[src/rtl/core/assert_macros.svh]
// assertion helpers shared by the rtl
`ifndef ASSERT_MACROS_SVH
`define ASSERT_MACROS_SVH

// same-cycle implication, sampled on the rising clock edge
`define ASSERT_SAME(lbl, ante, cons, msg) \
  lbl: assert property (@(posedge clk) disable iff (!rst_n) (ante) |-> (cons)) \
    else $error(msg);

// next-cycle implication
`define ASSERT_NEXT(lbl, ante, cons, msg) \
  lbl: assert property (@(posedge clk) disable iff (!rst_n) (ante) |=> (cons)) \
    else $error(msg);

`endif

[src/rtl/core/csa_ram.sv]
`timescale 1ns / 1ps

module csa_ram #(
  parameter int WIDTH = 8,
  parameter int DEPTH = 16
) (
  input  logic                     clk,
  input  logic                     we,
  input  logic [$clog2(DEPTH)-1:0] waddr,
  input  logic [WIDTH-1:0]         wdata,
  input  logic [$clog2(DEPTH)-1:0] raddr,
  output logic [WIDTH-1:0]         rdata
);

  logic [WIDTH-1:0] mem [DEPTH];

  // one write port, one registered read port
  always_ff @(posedge clk) begin
    if (we) begin
      mem[waddr] <= wdata;
    end
    rdata <= mem[raddr];
  end

endmodule

[config.mk]
export PLATFORM = sky130hd
export DESIGN_NAME = csa_ram
export DESIGN_NICKNAME = d
export VERILOG_FILES = /design/src/rtl/core/assert_macros.svh /design/src/rtl/core/csa_ram.sv
export SDC_FILE = /design/constraint.sdc
export NUM_CORES = 1
export LEC_CHECK = 0
export BUFFER_PORTS_ARGS = -buffer_cell sky130_fd_sc_hd__buf_2
export CAP_MARGIN = 25
export CORE_UTILIZATION = 34
export CTS_CLUSTER_DIAMETER = 50
export CTS_CLUSTER_SIZE = 8
export DETAILED_ROUTE_END_ITERATION = 12
export GPL_TIMING_DRIVEN = 0
export HOLD_SLACK_MARGIN = 0.12
export PLACE_DENSITY = 0.49
export RECOVER_POWER = 25
export SYNTH_ARGS = -nofsm -noshare
export SYNTH_HDL_FRONTEND = slang
export SYNTH_SLANG_ARGS = --single-unit
[constraint.sdc]
create_clock -name clk -period 4.4 [get_ports clk]
set_input_delay 0.66 -clock clk [delete_from_list [all_inputs] [get_ports clk]]
set_output_delay 0.66 -clock clk [all_outputs]
set_load 0.02 [all_outputs]
==> impl_metrics.py <==
metrics = {
    "outcome": {
        "status": "finished, violations left",
        "violations": "design-rule violations",
    },
    "critical_path": {
        "cp_slowest_stage_delay_ps": 650,
        "ff2ff_setup_slack_ps": 2890,
        "r2r-end": "rdata[3]",
        "crit_required_ps": 4430,
        "worstSetupStartpointType": "primary input",
        "r2r.worst_path.cells": 3,
        "worstPathArrival_ps": 1960,
        "cp-end-kind": "register",
        "crit_chain": "buf_2, or3b_2, nor2_1",
        "path_class": "primary input to register",
        "crit_buf_inv": 1,
        "r2r-start": "mem[0][3]",
        "crit_slowest_cell": "nor2_1",
        "path_delay_family": "simple AND/OR/NAND/NOR gates",
        "cp_max_fo": 8,
    },
    "finish": {
        "num-nets-final": 294,
        "post-route-cell-area_um2": 6020,
        "syn2layout_area_growth_pct": 16.94,
        "drive_gt1_frac": 0.2509,
        "final_core_util": 0.4111,
        "antennaDiodeCount": 0,
    },
    "clock_tree": {
        "clkSinkCount": 136,
        "htree_levels": 4,
        "cts_setup_buffers": 0,
        "cts_buffers": 17,
        "cts_tree": "yes",
        "cts_resized": 0,
        "clkLatencyLatePin_ps": 410,
        "clock_path_buffers": 2,
        "clockRootBuffer": "clkbuf_16",
        "holdBufCountCts": 0,
        "clk_pin_slew_worst_paths_ps": 50,
    },
    "placement": {
        "place_congestion": 0.7477,
        "postPlaceCellArea_um2": 5523,
        "io_buffers": 24,
        "hpwl_um": 6930,
    },
    "floorplan": {
        "core_um2": 14640,
        "die_h_um": 125.0,
        "io_pins": 26,
        "die_w_um": 125.0,
        "row_count": 44,
        "die_area_um2": 15640,
        "start_util": 0.3515,
    },
    "drt": {
        "drt_pass1_iterations": 8,
        "vias_per_cell": 5.098,
        "drc": 4,
        "drt_iter0_drc": 183,
        "drt-total-wl_um": 10730,
        "dr_total_vias": 2401,
        "ant_nets": 0,
        "wire_per_inst_um": 22.78,
    },
    "timing": {
        "finClkSkew_ps": 9.811,
        "hold_violations": 0,
        "setup_viol": 0,
        "post-route-period-util": 0.4395,
        "fin_crit_ps": 1934,
        "finalSetupTns_ps": 0,
        "slew_violations": 0,
        "rsz0062_at_grt": "no",
        "holdWs_ps": 671.0,
        "max_freq_ghz": 0.5171,
        "slew-limit-headroom": 0.4236,
        "tightest_slew_ps": 861.4,
    },
    "synth": {
        "synth_area_um2": 5147,
        "synthMuxAreaShare": 0.1502,
        "syn_inst": 229,
        "synth_cell_types": 19,
        "synth_compound_area_frac": 0.02333,
        "ys_ff_latch": 136,
        "yosys.area_share.adder": 0,
        "syn_avg_cell_area_um2": 22.48,
        "synthesis.nets": 247,
        "synthXorXnorAreaFrac": 0,
        "synth_seq_area_share": 0.7778,
        "synth_top_family_by_area": "multiplexers",
        "ys_warn_count": 0,
        "synth_simple_gate_area_frac": 0.03184,
    },
    "global_route": {
        "first_global_vias": 2509,
        "grtUsageTotal": 0.1487,
        "antenna_found_initial": 0,
        "grt_pass1_wl_um": 15920,
        "grt_remaining_overflow": 0,
        "grt_max_degree": 17,
    },
    "pwr": {
        "powerDensity_nw_per_um2": 472.3,
        "leakage_uw": 0.001991,
        "total_power_uw": 2843,
        "vdd_ir_drop_max_mv": 0.3001,
    },
    "worst_hold_path": {
        "whs_endpoint": "mem[0][3]",
        "hp-class": "primary input to register",
        "hold-path-cell-count": 1,
        "hp-start": "wdata[3]",
    },
    "job": {
        "drv_cap": 0,
    },
}
-- per-stage QoR --
stage,setup slack (ps),std cells
floorplan,2247,229
global placement,1560,437
detailed placement,2003,441
CTS,2437,471
global route,2332,471
finish,2466,471
-- synth_stat cells --
cell type	n	share of area
nor2_1	13	0.0095
mux4_1	14	0.071
clkdlybuf4s25_2	3	0.0058
nor2b_1	1	0.0012
buf_2	3	0.0029
nand3b_1	2	0.0029
dfxtp_1	8	0.031
nor3_1	4	0.0039
buf_4	1	0.0015
mux4_2	18	0.079
nand2_1	9	0.0066
and2b_1	1	0.0015
nand3_1	1	0.00097
edfxtp_1	128	0.75
buf_6	3	0.0066
nand2b_1	2	0.0024
or3b_2	1	0.0017
a22oi_1	16	0.023
and2_1	1	0.0012
-- power breakdown --
group | switching, uW | total (uW) | internal (uW)
logic | 93.6 | 151 | 57.4
registers | 6.60 | 1460 | 1450
clock network | 476 | 1240 | 759
-- flip-flops by register name, summed over array words and instances, names as in the netlist --
name and count:
rdata 8, mem 128
-- worst register-to-register path: cells and delay by family (launching register included) --
kind | cells | cell delay, ps
muxes | 1 | 540
and+or+nand+nor | 1 | 110
DFF | 1 | 360
AOI/OAI and AO/OA | 1 | 370
-- metal layers --
layer	routed length, um	up-vias	GRT usage
li1	-	1065	-
met1	4956	1236	0.2062
met2	4978	90	0.2221
met3	689	10	0.04664
met4	104	0	0.05022
met5	0	-	0
-- final cells by class --
type,count,area (um^2)
buffer,10,86.33
clock buffer,23,447.9
clock inverter,7,55.05
fill,1324,8625
multi-input combinational,83,1057
sequential,136,4004
tap,184,230.2
timing repair buffer,28,138.9
-- placed cells by master (no fill, tap or decap) --
master,count
clkdlybuf4s25_2,3
mux4_2,18
a22oi_1,16
nor2b_1,1
bufinv_16,1
and2b_1,1
nand2_1,9
nand2b_1,2
nand3b_1,2
nor2_1,13
clkbuf_16,17
buf_6,3
buf_2,24
clkinv_2,2
clkbuf_1,11
clkinv_1,4
edfxtp_1,128
mux4_1,14
nor3_1,4
nand3_1,1
dfxtp_1,8
buf_4,3
or3b_2,1
and2_1,1
-- logic make-up after synthesis --
group | count (synthesis)
AND/OR/NAND/NOR | 35
multiplexers | 32
AO/OA/AOI/OAI | 16
buffers and inverters | 10
flip-flops | 136
-- worst max-delay path by stage --
stage             start   endpoint  cells past startpoint
3_3_place_gp   waddr[2]  mem[0][3]                      3
6_report       waddr[2]  mem[2][0]                      3
2_1_floorplan  waddr[2]  mem[0][0]                      2
5_1_grt        waddr[2]  mem[2][0]                      3
4_1_cts        waddr[2]  mem[2][3]                      3
3_5_place_dp   waddr[2]  mem[2][3]                      3
No activity file was read; power rests on OpenSTA's default activity.
